[src/sv/vna_pkg.sv]
`timescale 1ns / 1ps

package vna_pkg;

	// width of the working vector: cross products and accumulator reads
	localparam int VEC_W = 35;

	localparam logic [1:0] OPC_WRITE = 2'd0;
	localparam logic [1:0] OPC_TRI   = 2'd1;
	localparam logic [1:0] OPC_READ  = 2'd2;

	typedef enum logic [1:0] {
		ST_OK    = 2'd0,
		ST_ZERO  = 2'd1,
		ST_RANGE = 2'd2,
		ST_SAT   = 2'd3
	} status_t;

	typedef enum logic [4:0] {
		OP_NOP,
		OP_CAPTURE,
		OP_CLEAR,
		OP_WRITE,
		OP_POS_RD,
		OP_POS_CAP,
		OP_MUL,
		OP_CR,
		OP_MAG,
		OP_SHIFT,
		OP_SQ,
		OP_SEED,
		OP_Y2,
		OP_H,
		OP_Y,
		OP_NOUT,
		OP_ACC_RD,
		OP_ACC_WR,
		OP_ACC_LOAD,
		OP_RESULT
	} dp_op_t;

	typedef enum logic [2:0] {
		MS_CROSS,
		MS_SQ,
		MS_YY,
		MS_SY,
		MS_YH,
		MS_OUT
	} mul_sel_t;

	typedef struct packed {
		dp_op_t   op;
		mul_sel_t mul;
		logic [2:0] idx;
		status_t  status;
	} dp_cmd_t;

	typedef struct packed {
		logic [1:0] opc;
		logic vi_ok;
		logic tri_ok;
		logic vec_zero;
		logic big_hi;
		logic big_lo;
		logic clr_last;
		logic sat;
		logic out_free;
	} dp_stat_t;

endpackage

[src/sv/vna_ctrl.sv]
`timescale 1ns / 1ps

module vna_ctrl import vna_pkg::*; (
	input  logic     clk,
	input  logic     arst_n,
	input  logic     in_valid,
	output logic     in_stall,
	input  dp_stat_t stat,
	output dp_cmd_t  cmd
);

	typedef enum logic [25:0] {
		S_CLEAR  = 26'd1,
		S_IDLE   = 26'd2,
		S_DECODE = 26'd4,
		S_WRITE  = 26'd8,
		S_PRD    = 26'd16,
		S_PCAP   = 26'd32,
		S_CMUL   = 26'd64,
		S_CACC   = 26'd128,
		S_MAG    = 26'd256,
		S_SHIFT  = 26'd512,
		S_SQMUL  = 26'd1024,
		S_SQACC  = 26'd2048,
		S_SEED   = 26'd4096,
		S_YYMUL  = 26'd8192,
		S_YYACC  = 26'd16384,
		S_SYMUL  = 26'd32768,
		S_SYACC  = 26'd65536,
		S_YHMUL  = 26'd131072,
		S_YHACC  = 26'd262144,
		S_OMUL   = 26'd524288,
		S_OACC   = 26'd1048576,
		S_ARD    = 26'd2097152,
		S_AWR    = 26'd4194304,
		S_LDRD   = 26'd8388608,
		S_LDCAP  = 26'd16777216,
		S_FIN    = 26'd33554432
	} state_t;

	localparam logic [2:0] NEWTON_LAST = 3'd4;

	state_t     state_q, state_d;
	logic [2:0] cnt_q, cnt_d;
	logic [2:0] it_q, it_d;
	status_t    st_q, st_d;

	assign in_stall = (state_q != S_IDLE);

	always_comb begin
		state_d    = state_q;
		cnt_d      = cnt_q;
		it_d       = it_q;
		st_d       = st_q;
		cmd.op     = OP_NOP;
		cmd.mul    = MS_CROSS;
		cmd.idx    = cnt_q;
		cmd.status = st_q;
		case (state_q)
			S_CLEAR: begin
				cmd.op = OP_CLEAR;
				if (stat.clr_last) state_d = S_IDLE;
			end
			S_IDLE: begin
				if (in_valid) begin
					cmd.op  = OP_CAPTURE;
					st_d    = ST_OK;
					cnt_d   = 3'd0;
					state_d = S_DECODE;
				end
			end
			S_DECODE: begin
				case (stat.opc)
					OPC_WRITE: begin
						if (stat.vi_ok) state_d = S_WRITE;
						else begin
							st_d    = ST_RANGE;
							state_d = S_FIN;
						end
					end
					OPC_TRI: begin
						if (stat.tri_ok) state_d = S_PRD;
						else begin
							st_d    = ST_RANGE;
							state_d = S_FIN;
						end
					end
					OPC_READ: begin
						if (stat.vi_ok) state_d = S_LDRD;
						else begin
							st_d    = ST_RANGE;
							state_d = S_FIN;
						end
					end
					default: begin
						st_d    = ST_RANGE;
						state_d = S_FIN;
					end
				endcase
			end
			S_WRITE: begin
				cmd.op  = OP_WRITE;
				state_d = S_FIN;
			end
			S_PRD: begin
				cmd.op  = OP_POS_RD;
				state_d = S_PCAP;
			end
			S_PCAP: begin
				cmd.op = OP_POS_CAP;
				if (cnt_q == 3'd2) begin
					cnt_d   = 3'd0;
					state_d = S_CMUL;
				end else begin
					cnt_d   = cnt_q + 3'd1;
					state_d = S_PRD;
				end
			end
			S_CMUL: begin
				cmd.op  = OP_MUL;
				cmd.mul = MS_CROSS;
				state_d = S_CACC;
			end
			S_CACC: begin
				cmd.op = OP_CR;
				if (cnt_q == 3'd5) begin
					cnt_d   = 3'd0;
					state_d = S_MAG;
				end else begin
					cnt_d   = cnt_q + 3'd1;
					state_d = S_CMUL;
				end
			end
			S_MAG: begin
				if (stat.vec_zero) begin
					st_d    = ST_ZERO;
					state_d = S_FIN;
				end else begin
					cmd.op  = OP_MAG;
					state_d = S_SHIFT;
				end
			end
			S_SHIFT: begin
				if (stat.big_hi || stat.big_lo) cmd.op = OP_SHIFT;
				else begin
					cnt_d   = 3'd0;
					state_d = S_SQMUL;
				end
			end
			S_SQMUL: begin
				cmd.op  = OP_MUL;
				cmd.mul = MS_SQ;
				state_d = S_SQACC;
			end
			S_SQACC: begin
				cmd.op = OP_SQ;
				if (cnt_q == 3'd2) begin
					cnt_d   = 3'd0;
					state_d = S_SEED;
				end else begin
					cnt_d   = cnt_q + 3'd1;
					state_d = S_SQMUL;
				end
			end
			S_SEED: begin
				cmd.op  = OP_SEED;
				it_d    = 3'd0;
				state_d = S_YYMUL;
			end
			S_YYMUL: begin
				cmd.op  = OP_MUL;
				cmd.mul = MS_YY;
				state_d = S_YYACC;
			end
			S_YYACC: begin
				cmd.op  = OP_Y2;
				state_d = S_SYMUL;
			end
			S_SYMUL: begin
				cmd.op  = OP_MUL;
				cmd.mul = MS_SY;
				state_d = S_SYACC;
			end
			S_SYACC: begin
				cmd.op  = OP_H;
				state_d = S_YHMUL;
			end
			S_YHMUL: begin
				cmd.op  = OP_MUL;
				cmd.mul = MS_YH;
				state_d = S_YHACC;
			end
			S_YHACC: begin
				cmd.op = OP_Y;
				if (it_q == NEWTON_LAST) begin
					cnt_d   = 3'd0;
					state_d = S_OMUL;
				end else begin
					it_d    = it_q + 3'd1;
					state_d = S_YYMUL;
				end
			end
			S_OMUL: begin
				cmd.op  = OP_MUL;
				cmd.mul = MS_OUT;
				state_d = S_OACC;
			end
			S_OACC: begin
				cmd.op = OP_NOUT;
				if (cnt_q == 3'd2) begin
					cnt_d   = 3'd0;
					state_d = (stat.opc == OPC_TRI) ? S_ARD : S_FIN;
				end else begin
					cnt_d   = cnt_q + 3'd1;
					state_d = S_OMUL;
				end
			end
			S_ARD: begin
				cmd.op  = OP_ACC_RD;
				state_d = S_AWR;
			end
			S_AWR: begin
				cmd.op = OP_ACC_WR;
				if (cnt_q == 3'd2) begin
					cnt_d   = 3'd0;
					state_d = S_FIN;
				end else begin
					cnt_d   = cnt_q + 3'd1;
					state_d = S_ARD;
				end
			end
			S_LDRD: begin
				cmd.op  = OP_ACC_RD;
				cmd.idx = 3'd3;
				state_d = S_LDCAP;
			end
			S_LDCAP: begin
				cmd.op  = OP_ACC_LOAD;
				state_d = S_MAG;
			end
			S_FIN: begin
				cmd.status = (st_q == ST_OK && stat.sat) ? ST_SAT : st_q;
				if (stat.out_free) begin
					cmd.op  = OP_RESULT;
					state_d = S_IDLE;
				end
			end
			default: state_d = S_IDLE;
		endcase
	end

	always_ff @(posedge clk or negedge arst_n) begin
		if (!arst_n) begin
			state_q <= S_CLEAR;
			cnt_q   <= 3'd0;
			it_q    <= 3'd0;
			st_q    <= ST_OK;
		end else begin
			state_q <= state_d;
			cnt_q   <= cnt_d;
			it_q    <= it_d;
			st_q    <= st_d;
		end
	end

endmodule

[config.mk]
export PLATFORM = sky130hd
export DESIGN_NAME = vna_ctrl
export DESIGN_NICKNAME = d
export VERILOG_FILES = /design/src/sv/vna_pkg.sv /design/src/sv/vna_ctrl.sv
export SDC_FILE = /design/constraint.sdc
export NUM_CORES = 1
export LEC_CHECK = 0
export BUFFER_PORTS_ARGS = -buffer_cell sky130_fd_sc_hd__buf_2
export CAP_MARGIN = 20
export CORE_MARGIN = 8
export CORE_UTILIZATION = 58
export DETAILED_ROUTE_END_ITERATION = 6
export PLACE_DENSITY = 0.84
export SLEW_MARGIN = 15
export SYNTH_ARGS = -nofsm -noshare
export SYNTH_HDL_FRONTEND = slang
export SYNTH_SLANG_ARGS = --single-unit
[constraint.sdc]
create_clock -name clk -period 3.28 [get_ports clk]
set_clock_uncertainty 0.1 [all_clocks]
set_input_delay 0.656 -clock clk [delete_from_list [all_inputs] [get_ports clk]]
set_output_delay 0.656 -clock clk [all_outputs]
set_load 0.05 [all_outputs]
[Word-level counts from Yosys, hierarchy flattened]
Cells that the tools add are included.
Widths: inputs -> output; s select.
Storage, ports and cells
  register bits: 34
  input port bits: 13
  logic and storage cells: 102
Cells by class
  $add $sub $neg: 2
  equality and inequality tests: 41
  multiplexer cells: 40
  reduce and logical (&&, ||, !) cells: 15
Operators by type and width (count)
  $pmux 26 s26: 1
  $mux 26: 11
  $pmux 5 s19: 1
  $pmux 26 s3: 1
  $pmux 3 s5: 2
  $eq 26x1->1 const B: 1
  $eq 26x10->1 const B: 1
  $eq 26x11->1 const B: 1
  $eq 26x12->1 const B: 1
  $eq 26x13->1 const B: 1
  $eq 26x14->1 const B: 1
  $eq 26x15->1 const B: 1
  $eq 26x16->1 const B: 1
  $eq 26x17->1 const B: 1
  $eq 26x18->1 const B: 1
  $eq 26x19->1 const B: 1
  $eq 26x2->1 const B: 1
  $eq 26x20->1 const B: 1
  $eq 26x21->1 const B: 1
  $eq 26x22->1 const B: 1
  $eq 26x23->1 const B: 1
  $eq 26x24->1 const B: 1
  $eq 26x25->1 const B: 1
  $eq 26x26->1 const B: 1
  other kinds (39): 63

[Longest topological paths before layout]
Gate-level depths: netlist (run 1).
  depth after elaboration: 4
  depth in mapped cells: 8

[Worst setup path after synthesis (run 1)]
No wires, ideal clock.
  path kind: register -> output
  start point: register state_q[1]
  end point: output port cmd[10] (netlist bit)
  data arrival time: 3493 ps
  required time: 2524 ps
  setup slack: -969 ps
  stages on the path, launching flop included: 6
  buffers on the path: 1
  cell sequence: dfrtp_1 -> or4_1 -> clkbuf_1 -> nor4_1 -> a2111oi_0 -> o2111ai_1
RTL lines
  start: declaration: RTL line vna_ctrl.sv:43  | state_t state_q, state_d;
  start signal: assignment: RTL line vna_ctrl.sv:259  | state_q <= state_d;
  end: declaration: RTL line vna_ctrl.sv:9  | output dp_cmd_t cmd

==> results of run 1 <==
-- worst paths after layout --
| path | to | depth (start not counted) | slack (ns) | from |
|---|---|---|---|---|
| max in group asynchronous | state_q[4]$_DFFE_PN0P_ | 1 | 2.20 | arst_n |
| worst min-delay path | state_q[18]$_DFFE_PN0P_ | 1 | 0.34 | arst_n |
| min in group clk | state_q[0]$_DFFE_PN1P_ | 2 | 0.41 | stat[2] |
| worst min register to register | state_q[22]$_DFFE_PN0P_ | 1 | 0.42 | state_q[23]$_DFFE_PN0P_ |
| worst max register to register | st_q[1]$_DFFE_PN0P_ | 8 | 0.26 | state_q[13]$_DFFE_PN0P_ |
| worst max-delay path | cmd[10] | 7 | -0.23 | state_q[16]$_DFFE_PN0P_ |
-- area by class of cell --
cell class,instances,share of cell area [%]
Clock buffer,8,2.64
Multi-Input combinational cell,211,51.9
Inverter,8,0.992
Sequential cell,34,28.3
Timing Repair Buffer,60,14.0
Tap cell,50,2.07
-- cells in the mapped netlist, types with 3 or more instances --
cell type and instances:
nor4_1 16, or4b_2 3, a21oi_1 10, nand2b_1 4
clkbuf_1 3, nor2_1 21, nor4_4 3, or4_1 7
nor3_2 3, nand2_1 15, nor2b_1 4, nor4_2 3
nor3_1 16, or2_2 10, o21ai_0 5, nand3_1 15
inv_1 8, xnor2_1 4, and2_1 6, nor3b_1 5
nand4_1 8, or3_1 6, dfrtp_1 33, nand4b_1 4
nor4b_1 3, and3_1 4, nand3b_1 6
-- flip-flops by register name, indices dropped and copies added (netlist names) --
signal,cells
st_q,2
state_q,26
cnt_q,3
it_q,3
-- stage by stage --
step	instances	setup TNS, ns	utilization, %	worst slack (ns)	hold WS (ns)
6_report	371	-0.628	77.4	-0.233	0.344
5_1_grt	371	-1.04	77.4	-0.265	0.405
4_1_cts	366	0	74.1	0.00605	0.364
3_5_place_dp	351	-0.0177	68.0	-0.0177	0.410
3_3_place_gp	351	-0.0635	68.0	-0.0635	0.410
2_1_floorplan	258	0	-	0.0333	0.260
-- layout by cell type (no fill, tap or decap), types with 3 or more instances in the layout --
cell type / netlist / final
a21oi_1: 10 / 10
and2_1: 6 / 6
and3_1: 4 / 4
buf_2: 0 / 19
buf_4: 0 / 34
clkbuf_1: 3 / 3
clkbuf_4: 0 / 3
clkbuf_8: 0 / 5
dfrtp_1: 33 / 28
dfrtp_2: 0 / 5
inv_1: 8 / 8
nand2_1: 15 / 13
nand2b_1: 4 / 4
nand3_1: 15 / 15
nand3b_1: 6 / 6
nand4_1: 8 / 8
nand4b_1: 4 / 4
nor2_1: 21 / 20
nor2b_1: 4 / 4
nor3_1: 16 / 14
nor3_2: 3 / 3
nor3b_1: 5 / 5
nor4_1: 16 / 9
nor4_2: 3 / 7
nor4_4: 3 / 6
o21ai_0: 5 / 4
or2_2: 10 / 8
or3_1: 6 / 4
or4_1: 7 / 5
xnor2_1: 4 / 4
-- timing repair --
item,4_1_cts,5_1_grt
gates resized for setup,26,22
cloned,0,0
endpoints found under the setup margin,7,11
pin swaps,5,3
buffers inserted,7,5
-- logic make-up (layout without fill, tap and decap cells) --
logic type / count (synthesis) / count (layout) / synth area share [%]
buffers and inverters: 13 / 76 / 2.43
flip-flops: 34 / 34 / 36.8
AND/OR/NAND/NOR: 168 / 168 / 46.3
AO/OA/AOI/OAI: 34 / 34 / 10.4
multiplexers: 2 / 2 / 1.08
adder cells (fa/ha/maj): 2 / 2 / 1.08
XOR/XNOR: 5 / 5 / 1.89
-- power by group through the flow --
stage / Sequential [mW] / Clock [mW] / Combinational, mW
floorplan: 0.470 / 0 / 0.418
global placement: 0.483 / 0 / 0.586
detailed placement: 0.483 / 0 / 0.583
CTS: 0.477 / 0.296 / 0.641
global route: 0.482 / 0.316 / 0.764
finish: 0.480 / 0.293 / 0.712
-- routing by layer --
metal  GRT usage [%]  vias to the layer above
met5               0                        -
met4            11.7                        0
met3            4.97                       50
met2            38.2                      182
met1            30.0                     1202
li1                -                     1126
==> impl_metrics.csv, run 1 <==
group,metric,value,unit
finish,drive_above_1_share,37.1,%
synth,ys_seq_area_share,36.8,%
power_and_ir_drop,p_comb_share,48.0,%
power_and_ir_drop,seqPwrFrac,32.3,%
detailed_routing,wl_met2,3640,um
global_routing,antenna_found_initial,0,
synth,netlist_top_cells_area,"dfrtp_1 (36%), nor4_1 (4.3%), nor3_1 (3.5%), nor2_1 (3.4%), nand3_1 (3.2%)",
worst_setup_path,cp-start-kind,"register",
global_routing,grt_usage,23.9,%
synth,synth_edf_count,0,
timing,finalHoldViolations,0,
power_and_ir_drop,peakVddDrop,0.421,mV
power_and_ir_drop,p_int,0.876,mW
synth,synth.net_count,273,
power_and_ir_drop,leakagePower,1.41,nW
min_path,hold_path.class,"in -> async",
floorplanning,die_y,79.2,um
place,dp_hpwl,5360,um
floorplanning,die-area,6270,um^2
finish,seqCellArea,858,um^2
place,io_buffers,26,
power_and_ir_drop,swShare,41.0,%
timing,maxSlewViolCount,0,
cts,cts_root_buffer,"clkbuf_8",
cts,cts.clk_slew.worst_paths,0.07,ns
detailed_routing,topRoutingLayerUsed,"met4",
cts,cts.path.max_buffers,2,
finish,nets,335,
synth,synth_top_area_share,35.7,%
worst_setup_path,endpoint_kind,"primary output",
timing,min_period,3.51,ns
worst_setup_path,cp_cell_sequence,"nor4_4 > buf_4 > nand2_1 > nor4_1 > a311oi_1 > o2111ai_2 > buf_6",
finish,antennaDiodeCount,0,
power_and_ir_drop,p_sw,0.609,mW
worst_setup_path,required,2.52,ns
synth,synth_area_leader_cell,"dfrtp_1",
synth,synth_area,2310,um^2
detailed_routing,post_drt_wl_per_cell,20.9,um
timing,tightest_slew,0.773,ns
worst_setup_path,cp_top_family,"simple AND/OR/NAND/NOR gates",
job,drv_cap,0,
worst_setup_path,arrival,2.76,ns
cts,cts_buffers,5,
synth,ys_ff_latch,34,
synth,yosysWarningCount,0,
worst_setup_path,crit_slowest_cell,"nor4_1",
worst_setup_path,path_buf_inv,2,
detailed_routing,viasPerCell,6.90,
cts,cts.sinks,34,
timing,setup_slack,-0.233,ns
place,placed_area,2660,um^2
worst_setup_path,critical_path.max_fanout,6,
detailed_routing,routed_wl,7750,um
power_and_ir_drop,clockPowerShare,19.7,%
global_routing,grt_pass1_vias,2396,
detailed_routing,wl_met3,656,um
synth,synth_ff_type,"dfrtp_1",
cts,cts_tree,"yes",
floorplanning,pin_count,27,
floorplanning,start_util,59.1,%
cts,clock_latency,0.28,ns
detailed_routing,firstDrtPassIters,6,
run_status,status,"complete, but fails checks",
synth,synth_cells,258,
detailed_routing,wl_met1,3050,um
global_routing,grt_pass1_wl,11700,um
cts,holdBufCountCts,0,
power_and_ir_drop,p_total,1.48,mW
detailed_routing,ant_nets,0,
place,place_congestion,1.01,
global_routing,grt_overflow,0,
timing,setup_violations,4,
timing,final.period_utilization,107,%
detailed_routing,vias,2560,
synth,async_flop_share,100,%
finish,final_area,3030,um^2
finish,nFillCells,280,
floorplanning,core-area,3910,um^2
worst_setup_path,max_stage_delay,0.58,ns
worst_setup_path,path_class,"reg -> out",
global_routing,grt_max_degree,35,
finish,multi_input_area,1570,um^2
power_and_ir_drop,p_per_area,490,nW/um^2
floorplanning,die_w,79.2,um
timing,max_slew_margin,48.5,%
run_status,violations,"setup timing",
detailed_routing,drtIter0Drc,280,
finish,synthToLayoutAreaGrowth,30.9,%
floorplanning,row_count,23,
cts,htreeDepth,2,
detailed_routing,drc,0,
synth,synth_cell_types,52,
timing,max_freq,285,MHz
synth,postSynthAreaPerCell,8.97,um^2
timing,rsz0062_at_grt,"yes",
(Power assumes the default switching activity.)
==> run 2: changes to the inputs <==
==> constraint.sdc (replaced) <==
create_clock -name clk -period 3.28 [get_ports clk]
set_clock_uncertainty 0.1 [all_clocks]
set_input_delay 0.328 -clock clk [delete_from_list [all_inputs] [get_ports clk]]
set_output_delay 0.328 -clock clk [all_outputs]
set_load 0.05 [all_outputs]
==> impl_metrics.csv, run 2 (synthesis results as in run 1) <==
group,metric,value,unit
global_routing,grt_pass1_vias,2252,
floorplanning,start_util,59.1,%
min_path,hold_path.class,"in -> async",
global_routing,grt_usage,22.8,%
floorplanning,core-area,3910,um^2
timing,min_period,3.27,ns
global_routing,antenna_found_initial,0,
worst_setup_path,r2r_start,"state_q[1]$_DFFE_PN0P_",
global_routing,grt_pass1_wl,11300,um
cts,cts.clk_slew.worst_paths,0.07,ns
timing,tns,0,ns
place,placed_area,2560,um^2
cts,cts_root_buffer,"clkbuf_8",
worst_setup_path,path_class,"reg -> out",
finish,utilization,69.3,%
power_and_ir_drop,leakagePower,1.27,nW
timing,tightest_slew,0.773,ns
finish,final_common_cell,"dfrtp_1",
run_status,status,"complete, no violations",
finish,final_area,2710,um^2
finish,largest-register,"state_q",
place,io_buffers,26,
worst_setup_path,required,2.85,ns
detailed_routing,firstDrtPassIters,5,
floorplanning,pin_count,27,
floorplanning,die_w,79.2,um
worst_setup_path,endpoint_kind,"primary output",
place,pre_cts_ws,0.295,ns
floorplanning,row_count,23,
finish,nFillCells,341,
finish,antennaDiodeCount,0,
global_routing,grt_overflow,0,
job,drv_cap,0,
power_and_ir_drop,p_per_area,522,nW/um^2
worst_setup_path,critical_path.startpoint,"state_q[10]$_DFFE_PN0P_",
worst_setup_path,cp_cell_sequence,"nor4_4 > nand4_1 > or4_1 > o2111ai_1 > buf_2",
timing,max_slew_margin,48.5,%
cts,htreeDepth,2,
detailed_routing,ant_nets,0,
cts,cts_tree,"yes",
timing,setup_slack,0.00874,ns
detailed_routing,drtIter0Drc,193,
cts,cts_buffers,5,
timing,setup_violations,0,
global_routing,grt_max_degree,35,
power_and_ir_drop,p_total,1.42,mW
worst_setup_path,rr_endpoint,"cnt_q[1]$_DFFE_PN0P_",
power_and_ir_drop,peakVddDrop,0.434,mV
detailed_routing,viasPerCell,6.65,
cts,clock_latency,0.29,ns
worst_setup_path,arrival,2.84,ns
timing,max_freq,306,MHz
finish,largest_register_ffs,26,
timing,final.period_utilization,99.7,%
finish,largest_registers,"state_q (26), cnt_q (3), it_q (3)",
worst_setup_path,r2r_setup_slack,0.33,ns
finish,mostFrequentLayoutCells,"dfrtp_1 (33), buf_2 (26), nor2_1 (21), nand3_1 (15), nor3_1 (15)",
finish,drive_above_1_share,27.3,%
detailed_routing,post_drt_wl_per_cell,19.6,um
worst_setup_path,ff2ff_path_depth,6,
finish,synthToLayoutAreaGrowth,17.3,%
timing,finalHoldViolations,0,
worst_setup_path,crit_end,"cmd[10]",
detailed_routing,routed_wl,6800,um
cts,cts.path.max_buffers,2,
worst_setup_path,cp-start-kind,"register",
worst_setup_path,max_stage_delay,0.62,ns
detailed_routing,vias,2309,
place,dp_hpwl,5270,um
cts,holdBufCountCts,0,
place,place_congestion,0.970,
cts,cts.sinks,34,
floorplanning,die_y,79.2,um
detailed_routing,drc,0,
timing,maxSlewViolCount,0,
floorplanning,die-area,6270,um^2
worst_setup_path,critical_path.max_fanout,6,
worst_setup_path,crit_slowest_cell,"or4_1",
timing,rsz0062_at_grt,"yes",
finish,nets,311,
[run 2: cell types whose count changed in the layout (fill, tap and decap cells not counted), sizes merged]
cell | before | now
clkbuf | 11 | 8
buf | 57 | 36
[run 2: area by class of cell]
type	instances	area [um^2]	area share [%]
multi-input combinational	211	1450	53.6
sequential	34	852	31.4
timing repair buffer	36	205	7.56
clock buffer	8	110	4.06
tap	50	62.6	2.31
inverter	8	30.0	1.11
[run 2: layer usage]
metal	vias to the layer above	share of wire, %	global-route usage (%)
li1	1084	-	-
met1	1072	42	29.4
met2	136	47	35.2
met3	17	8.4	5.53
met4	0	2.9	10.7
met5	-	0	0
[run 2: worst min-delay path by stage]
stage	to	depth (start not counted)
global route	state_q[9]$_DFFE_PN0P_	1
CTS	st_q[0]$_DFFE_PN0P_	1
finish	state_q[21]$_DFFE_PN0P_	1
detailed placement	state_q[17]$_DFFE_PN0P_	1
floorplan	cnt_q[0]$_DFFE_PN0P_	0
global placement	state_q[20]$_DFFE_PN0P_	1
[run 2: metrics by stage]
step	hold WS, ns	instances
3_5_place_dp	0.346	338
2_1_floorplan	-0.0676	258
5_1_grt	0.0713	347
6_report	0.00802	347
3_3_place_gp	0.332	338
4_1_cts	0.0326	346
[run 2: where the power goes]
| group | internal (mW) | switching [mW] | total (mW) |
|---|---|---|---|
| clock | 0.212 | 0.155 | 0.367 |
| combinational | 0.193 | 0.379 | 0.572 |
| sequential | 0.442 | 0.0350 | 0.477 |
| total | 0.847 | 0.569 | 1.42 |
[run 2: repair_timing]
action	4_1_cts	5_1_grt
pin swaps	0	1
setup buffers	0	1
endpoints found under the setup margin	3	5
resized for setup	2	4
[run 2: critical path, delay by kind of cell (launching register included)]
kind,cells,cell delay (ns)
flip-flops,1,0.45
AND/OR/NAND/NOR,3,1.43
AO/OA/AOI/OAI,1,0.33
buffers and inverters,1,0.33
